**src/hw/rtl/ssmix_pkg.sv**
```systemverilog
// Shared types, constants and arithmetic helpers for the stereo sample mixer.
// No dependencies; the top level refers to everything here by scoped name.
package ssmix_pkg;

  // Field widths of one transaction
  localparam int unsigned SampleW = 16;
  localparam int unsigned VolW    = 11;
  localparam int unsigned ProdW   = SampleW + VolW;   // signed sample times unsigned volume
  localparam int unsigned TotalW  = ProdW + 1;        // accumulator scaled plus product
  localparam int unsigned VolShift = 10;              // volume 1024 is unity gain
  localparam int unsigned QuotW   = TotalW - VolShift;

  // Saturation bound, symmetric
  localparam logic signed [QuotW-1:0] MixMax = QuotW'(32767);
  localparam logic signed [QuotW-1:0] MixMin = -QuotW'(32767);

  // Positions in the clipped field
  localparam int unsigned ClipLeft  = 0;
  localparam int unsigned ClipRight = 1;

  // Mono interpolation weight near:far
  typedef enum logic [1:0] {
    PhaseNear  = 2'd0,  // 1:0
    Phase31    = 2'd1,  // 3:1
    Phase11    = 2'd2,  // 1:1
    Phase13    = 2'd3   // 1:3
  } phase_e;

  typedef struct packed {
    logic signed [SampleW-1:0] mix;
    logic                      clip;
  } mix_res_t;

  // Convert raw sample bits to 16-bit PCM; a byte sample is (s - 128) * 256
  function automatic logic signed [SampleW-1:0] to_pcm16(input logic [SampleW-1:0] raw,
                                                         input logic wide);
    logic signed [SampleW-1:0] pcm;
    if (wide) begin
      pcm = signed'(raw);
    end else begin
      pcm = signed'({~raw[7], raw[6:0], 8'h00});
    end
    return pcm;
  endfunction

  // Weighted mono sample; arithmetic shift rounds toward minus infinity
  function automatic logic signed [SampleW-1:0] interp(input logic signed [SampleW-1:0] near,
                                                       input logic signed [SampleW-1:0] far,
                                                       input phase_e phase);
    logic signed [SampleW+2:0] n_x;
    logic signed [SampleW+2:0] f_x;
    logic signed [SampleW+2:0] sum;
    logic signed [SampleW-1:0] res;
    n_x = (SampleW+3)'(near);
    f_x = (SampleW+3)'(far);
    unique case (phase)
      PhaseNear: begin
        sum = n_x;
        res = near;
      end
      Phase31: begin
        sum = (n_x <<< 1) + n_x + f_x;
        res = SampleW'(sum >>> 2);
      end
      Phase11: begin
        sum = n_x + f_x;
        res = SampleW'(sum >>> 1);
      end
      Phase13: begin
        sum = n_x + (f_x <<< 1) + f_x;
        res = SampleW'(sum >>> 2);
      end
      default: begin
        sum = n_x;
        res = near;
      end
    endcase
    return res;
  endfunction

  // acc + prod / 1024 truncated toward zero, then clamp to the symmetric bound
  function automatic mix_res_t mix_sat(input logic signed [SampleW-1:0] acc,
                                       input logic signed [ProdW-1:0] prod);
    logic signed [TotalW-1:0] total;
    logic signed [QuotW-1:0]  quot;
    mix_res_t                 res;
    total = (TotalW'(acc) <<< VolShift) + TotalW'(prod);
    quot  = QuotW'(total >>> VolShift);
    if (total[TotalW-1] && (|total[VolShift-1:0])) begin
      quot = quot + QuotW'(1);
    end
    if (quot > MixMax) begin
      res.mix  = SampleW'(MixMax);
      res.clip = 1'b1;
    end else if (quot < MixMin) begin
      res.mix  = SampleW'(MixMin);
      res.clip = 1'b1;
    end else begin
      res.mix  = SampleW'(quot);
      res.clip = 1'b0;
    end
    return res;
  endfunction

endpackage

```
**src/hw/rtl/stereo_sample_mix_saturate.sv**
```systemverilog
// Top level of the stereo sample mixer: input register, mix logic, result register.
// Depends on ssmix_pkg for widths, phase codes and the mix/saturate helpers.
//
// Each transaction mixes one voice sample into a left/right accumulator pair and
// returns the saturated pair with a clip flag per channel. The block is a two-register
// pipeline: the input register feeds one combinational pass (sample conversion, mono
// interpolation, one 16x11 multiply per channel, accumulate, truncate toward zero,
// saturate) into the result register. One transaction is accepted every clock while
// in_stall_o is low; out_valid_o rises once it has passed the input register into the
// result register. in_stall_o rises only when both registers are full and out_stall_i
// holds the result, so output stalls cost no throughput beyond the stall itself.
module stereo_sample_mix_saturate (
  input  logic                                   clk_i,
  input  logic                                   rst_ni,
  input  logic                                   in_valid_i,
  output logic                                   in_stall_o,
  input  logic signed [ssmix_pkg::SampleW-1:0]   acc_left_i,
  input  logic signed [ssmix_pkg::SampleW-1:0]   acc_right_i,
  input  logic        [ssmix_pkg::SampleW-1:0]   sample_near_i,
  input  logic        [ssmix_pkg::SampleW-1:0]   sample_far_i,
  input  logic                                   wide_i,
  input  logic                                   stereo_i,
  input  logic        [1:0]                      phase_i,
  input  logic        [ssmix_pkg::VolW-1:0]      vol_left_i,
  input  logic        [ssmix_pkg::VolW-1:0]      vol_right_i,
  output logic                                   out_valid_o,
  input  logic                                   out_stall_i,
  output logic signed [ssmix_pkg::SampleW-1:0]   mix_left_o,
  output logic signed [ssmix_pkg::SampleW-1:0]   mix_right_o,
  output logic        [1:0]                      clipped_o
);

  // Stage A: captured transaction
  logic                                 a_vld_q;
  logic signed [ssmix_pkg::SampleW-1:0] a_acc_l_q, a_acc_r_q;
  logic        [ssmix_pkg::SampleW-1:0] a_near_q, a_far_q;
  logic                                 a_wide_q, a_stereo_q;
  logic        [1:0]                    a_phase_q;
  logic        [ssmix_pkg::VolW-1:0]    a_vol_l_q, a_vol_r_q;

  // Result register
  logic                                 out_vld_q;
  logic signed [ssmix_pkg::SampleW-1:0] out_l_q, out_r_q;
  logic        [1:0]                    out_clip_q;

  logic adv_out, adv_a;
  logic signed [ssmix_pkg::SampleW-1:0] near_pcm, far_pcm, mono, s_l, s_r;
  logic signed [ssmix_pkg::VolW:0]      vol_l_s, vol_r_s;
  logic signed [ssmix_pkg::ProdW-1:0]   prod_l, prod_r;
  ssmix_pkg::mix_res_t                  res_l, res_r;

  // Each register advances when it is empty or its successor advances
  assign adv_out    = !out_vld_q || !out_stall_i;
  assign adv_a      = !a_vld_q || adv_out;
  assign in_stall_o = !adv_a;

  // Convert, interpolate and scale by volume
  always_comb begin
    near_pcm = ssmix_pkg::to_pcm16(a_near_q, a_wide_q);
    far_pcm  = ssmix_pkg::to_pcm16(a_far_q, a_wide_q);
    mono     = ssmix_pkg::interp(near_pcm, far_pcm, ssmix_pkg::phase_e'(a_phase_q));
    if (a_stereo_q) begin
      s_l = near_pcm;
      s_r = far_pcm;
    end else begin
      s_l = mono;
      s_r = mono;
    end
    vol_l_s = signed'({1'b0, a_vol_l_q});
    vol_r_s = signed'({1'b0, a_vol_r_q});
    prod_l  = ssmix_pkg::ProdW'(s_l) * ssmix_pkg::ProdW'(vol_l_s);
    prod_r  = ssmix_pkg::ProdW'(s_r) * ssmix_pkg::ProdW'(vol_r_s);
  end

  // Accumulate, truncate and saturate
  always_comb begin
    res_l = ssmix_pkg::mix_sat(a_acc_l_q, prod_l);
    res_r = ssmix_pkg::mix_sat(a_acc_r_q, prod_r);
  end

  // Valid bits
  always_ff @(posedge clk_i or negedge rst_ni) begin
    if (!rst_ni) begin
      a_vld_q   <= 1'b0;
      out_vld_q <= 1'b0;
    end else begin
      if (adv_a) begin
        a_vld_q <= in_valid_i;
      end
      if (adv_out) begin
        out_vld_q <= a_vld_q;
      end
    end
  end

  // Payload registers; load only on a moving transaction
  always_ff @(posedge clk_i) begin
    if (adv_a && in_valid_i) begin
      a_acc_l_q  <= acc_left_i;
      a_acc_r_q  <= acc_right_i;
      a_near_q   <= sample_near_i;
      a_far_q    <= sample_far_i;
      a_wide_q   <= wide_i;
      a_stereo_q <= stereo_i;
      a_phase_q  <= phase_i;
      a_vol_l_q  <= vol_left_i;
      a_vol_r_q  <= vol_right_i;
    end
    if (adv_out && a_vld_q) begin
      out_l_q                          <= res_l.mix;
      out_r_q                          <= res_r.mix;
      out_clip_q[ssmix_pkg::ClipLeft]  <= res_l.clip;
      out_clip_q[ssmix_pkg::ClipRight] <= res_r.clip;
    end
  end

  assign out_valid_o = out_vld_q;
  assign mix_left_o  = out_l_q;
  assign mix_right_o = out_r_q;
  assign clipped_o   = out_clip_q;

`ifndef NO_ASSERTIONS
  // Input backpressure only when every pipeline register is occupied
  assert property (@(posedge clk_i) disable iff (!rst_ni)
    in_stall_o |-> (a_vld_q && out_vld_q))
    else $error("input stalled with a free pipeline register");

  // A result register that is free or drained never blocks the input register
  assert property (@(posedge clk_i) disable iff (!rst_ni)
    (a_vld_q && (!out_vld_q || !out_stall_i)) |=> out_vld_q)
    else $error("input register failed to reach the result register");

  // Saturated outputs never reach negative full scale
  assert property (@(posedge clk_i) disable iff (!rst_ni)
    out_valid_o |-> (mix_left_o != 16'sh8000 && mix_right_o != 16'sh8000))
    else $error("mix output reached negative full scale");

  // A clip flag implies the channel sits on the bound
  assert property (@(posedge clk_i) disable iff (!rst_ni)
    (out_valid_o && clipped_o[ssmix_pkg::ClipLeft]) |->
      (mix_left_o == 16'sd32767 || mix_left_o == -16'sd32767))
    else $error("left clip flag without saturated value");

  assert property (@(posedge clk_i) disable iff (!rst_ni)
    (out_valid_o && clipped_o[ssmix_pkg::ClipRight]) |->
      (mix_right_o == 16'sd32767 || mix_right_o == -16'sd32767))
    else $error("right clip flag without saturated value");
`endif

endmodule
```
**config.mk**
```make
export PLATFORM = sky130hd
export DESIGN_NAME = stereo_sample_mix_saturate
export DESIGN_NICKNAME = d
export VERILOG_FILES = /design/src/hw/rtl/ssmix_pkg.sv /design/src/hw/rtl/stereo_sample_mix_saturate.sv
export SDC_FILE = /design/constraint.sdc
export NUM_CORES = 1
export LEC_CHECK = 0
export BUFFER_PORTS_ARGS = -buffer_cell sky130_fd_sc_hd__buf_2
export CAP_MARGIN = 10
export CELL_PAD_IN_SITES_DETAIL_PLACEMENT = 0
export CELL_PAD_IN_SITES_GLOBAL_PLACEMENT = 2
export CORE_MARGIN = 8
export CORE_UTILIZATION = 44
export DETAILED_ROUTE_END_ITERATION = 10
export PLACE_DENSITY = 0.9
export SLEW_MARGIN = 20
export SYNTH_ARGS = -nofsm -noshare
export SYNTH_HDL_FRONTEND = slang
export SYNTH_SLANG_ARGS = --single-unit
```
**constraint.sdc**
```tcl
create_clock -name clk_i -period 27.1 [get_ports clk_i]
set_input_delay 5.42 -clock clk_i [delete_from_list [all_inputs] [get_ports clk_i]]
set_output_delay 5.42 -clock clk_i [all_outputs]
set_load 0.02 [all_outputs]
```
==> impl_metrics.env, run 1 <==
export IMPL_hold_viol_final=0
export IMPL_insertion_delay_ns=0.47
export IMPL_initial_core_util_pct=44.5
export IMPL_antenna_found_initial=0
export IMPL_cts_hold_buf=0
export IMPL_numClockSinks=126
export IMPL_grt_max_degree=75
export IMPL_die_x_um=252
export IMPL_vias=19644
export IMPL_layout_drive_gt1_share_pct=9.54
export IMPL_crit_path_frequent_cell="fa_1"
export IMPL_drv_cap=0
export IMPL_grt_pass1_vias=21040
export IMPL_crit_slowest_cell="a32oi_1"
export IMPL_yosysWarnings=0
export IMPL_finalSetupTns_ns=0
export IMPL_synth_edf_count=124
export IMPL_drt_iter0_markers=1155
export IMPL_dp_hpwl_um=52200
export IMPL_hold_end="out_valid_o"
export IMPL_final_core_util_pct=48.0
export IMPL_netlist_area_sq_um=24600
export IMPL_rows=86
export IMPL_firstDrtPassIters=5
export IMPL_clk_transition_reported_paths_ns=0.06
export IMPL_crit_type="register to register"
export IMPL_cts_resized=0
export IMPL_die_y_um=252
export IMPL_syn_num_nets=3400
export IMPL_die_area_sq_um=63700
export IMPL_met3_length_um=2930
export IMPL_cts_root_buf="clkbuf_16"
export IMPL_antenna_cells=0
export IMPL_synthFlopType="edfxtp_1"
export IMPL_grt_pass1_wl_um=108000
export IMPL_crit_path_start_kind="register"
export IMPL_drcViolationCount=0
export IMPL_synth_top_area_share_pct=27.4
export IMPL_place_congestion=0.887
export IMPL_cts_buffers=17
export IMPL_rrSetupSlack_ns=13.77
export IMPL_postRouteAntennaNets=0
export IMPL_timing_hold_ws_ns=0.493
export IMPL_fmax_mhz=75.0
export IMPL_num_nets_final=3459
export IMPL_multiInputGateArea_sq_um=18600
export IMPL_setup_viol=0
export IMPL_regArea_sq_um=3770
export IMPL_fin_crit_ns=13.33
export IMPL_htree_levels=4
export IMPL_syn_to_final_growth_pct=7.86
export IMPL_crit_path_end_kind="register"
export IMPL_hp_class="register to register"
export IMPL_worst_pin_slew_ns=1.14
export IMPL_grt_setup_unrepaired="false"
export IMPL_arrival_ns=13.51
export IMPL_synth_seq_cells=126
export IMPL_crit_required_ns=27.28
export IMPL_yosysUniqueCellTypes=106
export IMPL_synth_top_area_cell="fa_1"
export IMPL_route_detailed_wl_per_inst_um=18.2
export IMPL_min_from="a_vld_q"
export IMPL_wl_met1_um=27900
export IMPL_fillCellCount=5329
export IMPL_post_cts_setup_buffers=0
export IMPL_syn_area_per_cell_sq_um=8.91
export IMPL_vias_per_cell=5.49
export IMPL_yosysSeqAreaShare_pct=15.3
export IMPL_ios=130
export IMPL_synth_cells=2760
export IMPL_status="completed"
export IMPL_port_buffers=129
export IMPL_clk_path_buf_depth=2
export IMPL_grt_usage_pct=21.1
export IMPL_crit_path_max_incr_delay_ns=0.85
export IMPL_r2r_end="mix_right_o[13]"
export IMPL_highest_layer="met4"
export IMPL_grt_overflow=0
export IMPL_async_flop_share_pct=1.59
export IMPL_holdPathStages=1
export IMPL_relSlewSlack_pct=24.2
export IMPL_skew_ns=0.0109
export IMPL_routed_wl_um=65200
export IMPL_fin_cells=3578
export IMPL_core_area_sq_um=55200
export IMPL_cts_tree="done"
export IMPL_dp_cells=3546
export IMPL_dr_wl_met2_um=33000
export IMPL_min_period_over_period_pct=49.2
export IMPL_reg2reg_from="a_wide_q"
export IMPL_drv_slew=0
export IMPL_synth_area_leaders="fa_1 (27%), edfxtp_1 (15%), ha_1 (11%)"
export IMPL_rr_worst_depth=43
export IMPL_worst_path_max_fanout=62
## state kept, by name (all words and copies together) (netlist names)
| signal | count |
|---|---|
| a_vld_q | 1 |
| mix_right_o | 16 |
| a_vol_r_q | 11 |
| a_near_q | 16 |
| a_vol_l_q | 11 |
| a_stereo_q | 1 |
| clipped_o | 2 |
| a_phase_q | 2 |
| a_wide_q | 1 |
| out_valid_o | 1 |
| mix_left_o | 16 |
| a_acc_l_q | 16 |
| a_far_q | 16 |
| a_acc_r_q | 16 |
## metrics by stage
stage / setup WS, ns / area [sq um]
floorplan: 15.41 / 24600
global placement: 14.28 / 25900
detailed placement: 13.83 / 25900
CTS: 13.88 / 26500
global route: 12.46 / 26500
finish: 13.77 / 26500
## cell families after synthesis
kind of cell | Yosys count | synth area share [%]
simple gates | 872 | 18.1
buf+inv | 598 | 9.22
fa+ha+maj | 548 | 38.1
compound gates | 444 | 12.7
xor+xnor | 148 | 5.30
flops | 126 | 15.3
mux | 24 | 1.20
## final cells by class
class                   count  share of cell area [%]
clock buffers              19                    1.63
clock inverters            11                   0.458
inverters                 488                    6.91
multi-input cells        2036                    70.1
flip-flops and latches    126                    14.2
well taps                 748                    3.53
repair buffers            150                    3.18
## placed cells by master (no fill, tap or decap), types with 18 or more instances in the layout
cell type and n:
inv_1 487, xnor2_1 103, or3_1 20, a21oi_1 87, xor2_1 44, edfxtp_1 124
o21ai_0 82, buf_4 19, ha_1 210, buf_2 129, and2_1 120, and3_1 42
nand3_1 99, a31oi_1 24, nand2b_1 21, fa_1 336, a21o_1 32, nor2b_1 18
nor2_1 101, o211ai_1 19, nor3_1 52, nand2_1 306
## metal layers
metal	up-vias	global-route usage, %
li1	9281	-
met1	9840	25.6
met2	444	37.7
met3	79	3.62
met4	0	6.35
met5	-	0
## worst max-delay path, delay by kind of cell (launching register included)
family / cells / cell delay [ns]
flip-flops: 1 / 0.33
multiplexers: 1 / 0.28
XOR/XNOR: 3 / 0.66
AND/OR/NAND/NOR: 12 / 2.44
adder cells (fa/ha/maj): 9 / 3.87
buffers and inverters: 5 / 1.29
AO/OA/AOI/OAI: 13 / 4.11
## cells in the mapped netlist (15+ instances only)
library cell and n:
nor2_1 101, a31oi_1 24, xor2_1 44, buf_2 18
nor2b_1 18, xnor2_1 103, and2_1 121, o21ai_0 84
ha_1 210, o211ai_1 19, a21oi_1 89, or3_1 20
nand2_1 306, fa_1 336, edfxtp_1 124, nand3_1 99
clkbuf_1 84, nand4_1 17, nand2b_1 21, a21o_1 32
and3_1 42, nor3_1 52, a211oi_1 15, inv_1 487
a31o_2 16
## worst max path at each step
| stage | slack (ns) | start | depth (start not counted) | to |
|---|---|---|---|---|
| after floorplan | 15.41 | a_wide_q | 49 | mix_left_o[0] |
| after global placement | 14.28 | a_wide_q | 43 | mix_right_o[14] |
| after detailed placement | 13.83 | a_wide_q | 43 | mix_right_o[13] |
| after CTS | 13.88 | a_wide_q | 43 | mix_right_o[10] |
| after global routing | 12.46 | a_wide_q | 44 | mix_right_o[8] |
| final | 13.77 | a_wide_q | 43 | mix_right_o[13] |
Power of run 1 is left out: the tool's default activity adds up to more than one toggle a clock period on the data nets, which glitch-free logic cannot reach.
==> inputs of run 2 (changes only) <==
- CORE_UTILIZATION: 44 -> 41
- PLACE_DENSITY: 0.9 -> 0.85
- clock period: 27.1 -> 13.2 ns (I/O delays scaled with it)
==> run 2 against run 1 <==
  * Via count down 0.29%
  * Die area up 6.8%
  * Clock skew up 0.0045 ns
  * Fmax up 7.9%
  * Non-clock buffer count up 7
  * Sequential share of layout area down 0.066 points
  * Critical path depth down 2
  * Clock-buffer cell count down 1
  * Register-to-register slack worse by 13 ns
==> impl_metrics.env, run 2 (synthesis gave the netlist of run 1 again) <==
export IMPL_status="completed"
export IMPL_drt_iter0_markers=1204
export IMPL_crit_type="register to register"
export IMPL_vias=19587
export IMPL_place_congestion=0.879
export IMPL_grt_usage_pct=20.3
export IMPL_antenna_cells=0
export IMPL_min_period_over_period_pct=93.6
export IMPL_clk_transition_reported_paths_ns=0.07
export IMPL_route_detailed_wl_per_inst_um=18.4
export IMPL_postRouteAntennaNets=0
export IMPL_die_area_sq_um=68100
export IMPL_hold_end="out_valid_o"
export IMPL_die_y_um=261
export IMPL_ios=130
export IMPL_crit_required_ns=13.41
export IMPL_die_x_um=261
export IMPL_cts_tree="done"
export IMPL_dp_cells=3579
export IMPL_skew_ns=0.0154
export IMPL_crit_path_frequent_cell="fa_1"
export IMPL_setup_viol=0
export IMPL_crit_path_end_kind="register"
export IMPL_syn_to_final_growth_pct=8.36
export IMPL_holdPathStages=1
export IMPL_cts_buffers=17
export IMPL_min_from="a_vld_q"
export IMPL_grt_pass1_vias=21294
export IMPL_grt_pass1_wl_um=111000
export IMPL_arrival_ns=12.57
export IMPL_drcViolationCount=0
export IMPL_rrSetupSlack_ns=0.84
export IMPL_numClockSinks=126
export IMPL_crit_path_start_kind="register"
export IMPL_final_cell_mix="inv_1 (487), fa_1 (336), nand2_1 (306)"
export IMPL_drv_cap=0
export IMPL_htree_levels=4
export IMPL_port_buffers=129
export IMPL_insertion_delay_ns=0.49
export IMPL_cts_resized=0
export IMPL_crit_path_max_incr_delay_ns=0.63
export IMPL_initial_core_util_pct=41.6
export IMPL_reg2reg_from="a_wide_q"
export IMPL_final_common_cell="inv_1"
export IMPL_num_nets_final=3466
export IMPL_grt_max_degree=60
export IMPL_fin_crit_ns=12.36
export IMPL_grt_overflow=0
export IMPL_routed_wl_um=66600
export IMPL_core_area_sq_um=59100
export IMPL_clk_path_buf_depth=2
export IMPL_drv_slew=0
export IMPL_rr_worst_depth=41
export IMPL_layout_drive_gt1_share_pct=10.1
export IMPL_hp_class="register to register"
export IMPL_relSlewSlack_pct=27.5
export IMPL_cts_root_buf="clkbuf_16"
export IMPL_crit_slowest_cell="mux2i_1"
export IMPL_firstDrtPassIters=5
export IMPL_dp_hpwl_um=53900
export IMPL_vias_per_cell=5.42
export IMPL_post_cts_setup_buffers=0
export IMPL_fin_cells=3612
export IMPL_fmax_mhz=80.9
export IMPL_fillCellCount=5828
export IMPL_worst_path_max_fanout=43
export IMPL_cts_hold_buf=0
export IMPL_worst_pin_slew_ns=1.08
export IMPL_rows=89
export IMPL_antenna_found_initial=2
export IMPL_hold_viol_final=0
export IMPL_r2r_end="mix_left_o[10]"
==> run 2: layout make-up <==
class | count | area, sq um | area share, %
sequential | 126 | 3770 | 14.2
clock buffer | 18 | 429 | 1.61
multi-input combinational | 2036 | 18600 | 69.9
tap | 773 | 967 | 3.63
timing repair buffer | 157 | 880 | 3.30
inverter | 488 | 1840 | 6.89
clock inverter | 14 | 143 | 0.535
==> run 2: metrics by stage <==
step / worst slack (ns) / hold slack, ns / util [%] / cell area, sq um / setup TNS [ns]
2_1_floorplan: 1.51 / 0.443 / - / 24600 / 0
3_3_place_gp: 0.818 / 0.461 / 44.0 / 26000 / 0
3_5_place_dp: 0.430 / 0.488 / 44.0 / 26000 / 0
4_1_cts: 0.401 / 0.498 / 44.9 / 26600 / 0
5_1_grt: -0.0294 / 0.507 / 45.1 / 26600 / -0.0294
6_report: 0.842 / 0.496 / 45.1 / 26600 / 0
==> run 2: worst max-delay path by stage <==
stage          startpoint         endpoint  cells after the start  slack, ns
4_1_cts          a_wide_q  mix_right_o[12]                     41       0.40
3_3_place_gp     a_wide_q  mix_right_o[11]                     43       0.82
6_report         a_wide_q   mix_left_o[10]                     41       0.84
2_1_floorplan    a_wide_q    mix_left_o[0]                     49       1.51
5_1_grt          a_wide_q   mix_left_o[11]                     39      -0.03
3_5_place_dp     a_wide_q   mix_right_o[2]                     41       0.43
==> run 2: critical path: cells and delay by family, from the launching register on <==
family          cells  cell delay, ns
fa+ha+maj           9            4.13
compound gates     14            3.76
simple gates        9            1.72
buf+inv             7            1.10
mux                 1            0.63
flops               1            0.42
xor+xnor            1            0.29
==> run 2: routing by layer <==
| metal | GRT usage (%) | part of all wire, % | vias to the layer above |
|---|---|---|---|
| li1 | - | - | 9305 |
| met1 | 24.5 | 42 | 9718 |
| met2 | 36.8 | 51 | 438 |
| met3 | 3.23 | 4.1 | 122 |
| met4 | 6.34 | 2.6 | 4 |
| met5 | 0 | 0.036 | - |
Power of run 2 is left out for the same reason.
==> inputs of run 3 (changes only) <==
- ABC_AREA: unset -> 1
- CORE_UTILIZATION: 41 -> 38
- PLACE_DENSITY: 0.85 -> 0.84
- SLEW_MARGIN: 20 -> unset
==> run 3 against run 2 <==
  * Final cell count is 18% higher
  * Critical endpoint is now mix_left_o[0]
  * Highest routed layer is now met4
  * Fmax rose by 1.9%
  * Core utilization shrank 3.5 points
  * First-iteration DRC count is 15% higher
==> impl_metrics.env, run 3 <==
export IMPL_worst_path_max_fanout=22
export IMPL_crit_required_ns=13.41
export IMPL_route_detailed_wl_per_inst_um=16.9
export IMPL_dp_hpwl_um=60900
export IMPL_fmax_mhz=82.4
export IMPL_die_x_um=270
export IMPL_skew_ns=0.0200
export IMPL_routed_wl_um=72000
export IMPL_synth_top_area_share_pct=27.4
export IMPL_timing_hold_ws_ns=0.500
export IMPL_place_congestion=0.907
export IMPL_synth_common_cells="nand2_1 (841), inv_1 (751), fa_1 (336)"
export IMPL_crit_path_max_incr_delay_ns=0.58
export IMPL_postRouteAntennaNets=0
export IMPL_synth_edf_count=124
export IMPL_path_buf_inv=6
export IMPL_synth_area_leaders="fa_1 (27%), edfxtp_1 (15%), nand2_1 (13%)"
export IMPL_crit_path_frequent_cell="nand2_1"
export IMPL_cts_tree="done"
export IMPL_synth_cells=3278
export IMPL_grt_overflow=0
export IMPL_layout_drive_gt1_share_pct=6.59
export IMPL_drt_iter0_markers=1389
export IMPL_grt_pass1_vias=22299
export IMPL_fin_crit_ns=12.13
export IMPL_drv_cap=0
export IMPL_firstDrtPassIters=6
export IMPL_synth_top_area_cell="fa_1"
export IMPL_yosysSeqAreaShare_pct=15.4
export IMPL_hold_viol_final=0
export IMPL_cts_buffers=17
export IMPL_finalSetupTns_ns=0
export IMPL_vias=21095
export IMPL_worst_pin_slew_ns=1.17
export IMPL_relSlewSlack_pct=22.0
export IMPL_htree_levels=4
export IMPL_final_common_cell="nand2_1"
export IMPL_min_period_over_period_pct=91.9
export IMPL_die_area_sq_um=72900
export IMPL_initial_core_util_pct=38.2
export IMPL_synthFlopType="edfxtp_1"
export IMPL_yosysUniqueCellTypes=47
export IMPL_netlist_area_sq_um=24500
export IMPL_yosysMostFrequentCell="nand2_1"
export IMPL_syn_num_nets=3918
export IMPL_place_area_sq_um=26100
export IMPL_status="completed"
export IMPL_drcViolationCount=0
export IMPL_rows=93
export IMPL_critPathTopFamily="adder cells"
export IMPL_vias_per_cell=4.96
export IMPL_final_cell_mix="nand2_1 (841), inv_1 (750), fa_1 (336)"
export IMPL_drv_slew=0
export IMPL_grt_usage_pct=20.2
export IMPL_insertion_delay_ns=0.49
export IMPL_clk_path_buf_depth=2
export IMPL_ios=130
export IMPL_setup_viol=0
export IMPL_final_area_sq_um=26700
export IMPL_crit_type="register to register"
export IMPL_num_nets_final=4025
export IMPL_grt_max_degree=57
export IMPL_hp_class="register to register"
export IMPL_grt_pass1_wl_um=118000
export IMPL_crit_slowest_cell="o21ai_1"
export IMPL_synth_seq_cells=126
export IMPL_async_flop_share_pct=1.59
export IMPL_crit_path_start_kind="register"
export IMPL_antenna_found_initial=3
export IMPL_arrival_ns=12.35
export IMPL_crit_path_end_kind="register"
export IMPL_syn_to_final_growth_pct=8.77
export IMPL_cts_root_buf="clkbuf_16"
export IMPL_syn_area_per_cell_sq_um=7.48
export IMPL_numClockSinks=126
export IMPL_cts_hold_buf=0
export IMPL_die_y_um=270
export IMPL_port_buffers=129
export IMPL_yosysWarnings=0
export IMPL_core_area_sq_um=64100
export IMPL_clk_transition_reported_paths_ns=0.07
-- run 3: changes by cell type in the layout (fill, tap and decap cells not counted), sizes merged, moves of 20 or more --
cell    delta
a21o      -22
a21oi     +74
xnor2     -77
nor2     +121
o21ai     +23
nor3      -41
and2     -120
nand3    +114
nand2b    -21
nand2    +549
inv      +274
and3      -43
or3       -20
-- run 3: tightest hold or removal path, stage by stage, from the launching register on --
cell and delay (ns):
dfrtp_1 0.32, inv_1 0.08, nand2_1 0.07
-- run 3: per-layer routing --
metal	vias to the layer above	global-route usage (%)	share of wire, %
li1	10352	-	-
met1	10142	25.8	44
met3	94	3.14	4.7
met5	-	0	0
met4	0	6.42	2.5
met2	507	34.7	48
-- run 3: kinds of logic after synthesis --
| group | Yosys count | share of synthesized area [%] |
|---|---|---|
| compound gates | 355 | 8.09 |
| xor+xnor | 71 | 2.54 |
| fa+ha+maj | 546 | 38.2 |
| buf+inv | 812 | 12.7 |
| flops | 126 | 15.4 |
| simple gates | 1368 | 23.1 |
-- run 3: final cells by class --
type | count | area [sq um]
timing repair buffer | 141 | 736
fill | 6661 | 37500
tap | 855 | 1070
sequential | 126 | 3770
multi-input combinational | 2340 | 17700
clock buffer | 17 | 425
antenna | 2 | 5.00
clock inverter | 15 | 141
inverter | 759 | 2850
-- run 3: path summary, 6_finish.rpt --
kind,startpoint,endpoint,slack (ns),cells past startpoint
setup / recovery,a_wide_q,mix_left_o[0],1.07,45
hold / removal,a_vld_q,out_valid_o,0.50,2
setup reg to reg,a_wide_q,mix_left_o[0],1.07,45
hold reg to reg,a_vld_q,out_valid_o,0.50,2
max in group asynchronous,rst_ni,out_valid_o,11.17,1
min in group asynchronous,rst_ni,a_vld_q,1.94,1
-- run 3: what timing repair did --
| item | 4_1_cts | 5_1_grt |
|---|---|---|
| resized for setup | 0 | 6 |
| buffers inserted | 0 | 1 |
| endpoints found under the setup margin | 0 | 17 |
-- run 3: stage by stage --
step / util, % / setup slack, ns / std cells
2_1_floorplan: - / 2.88 / 3278
3_3_place_gp: 40.7 / 0.159 / 4220
3_5_place_dp: 40.7 / 0.200 / 4220
4_1_cts: 41.5 / 0.168 / 4252
5_1_grt: 41.6 / -0.0000302 / 4255
6_report: 41.6 / 1.07 / 4255
Power of run 3 is left out for the same reason.
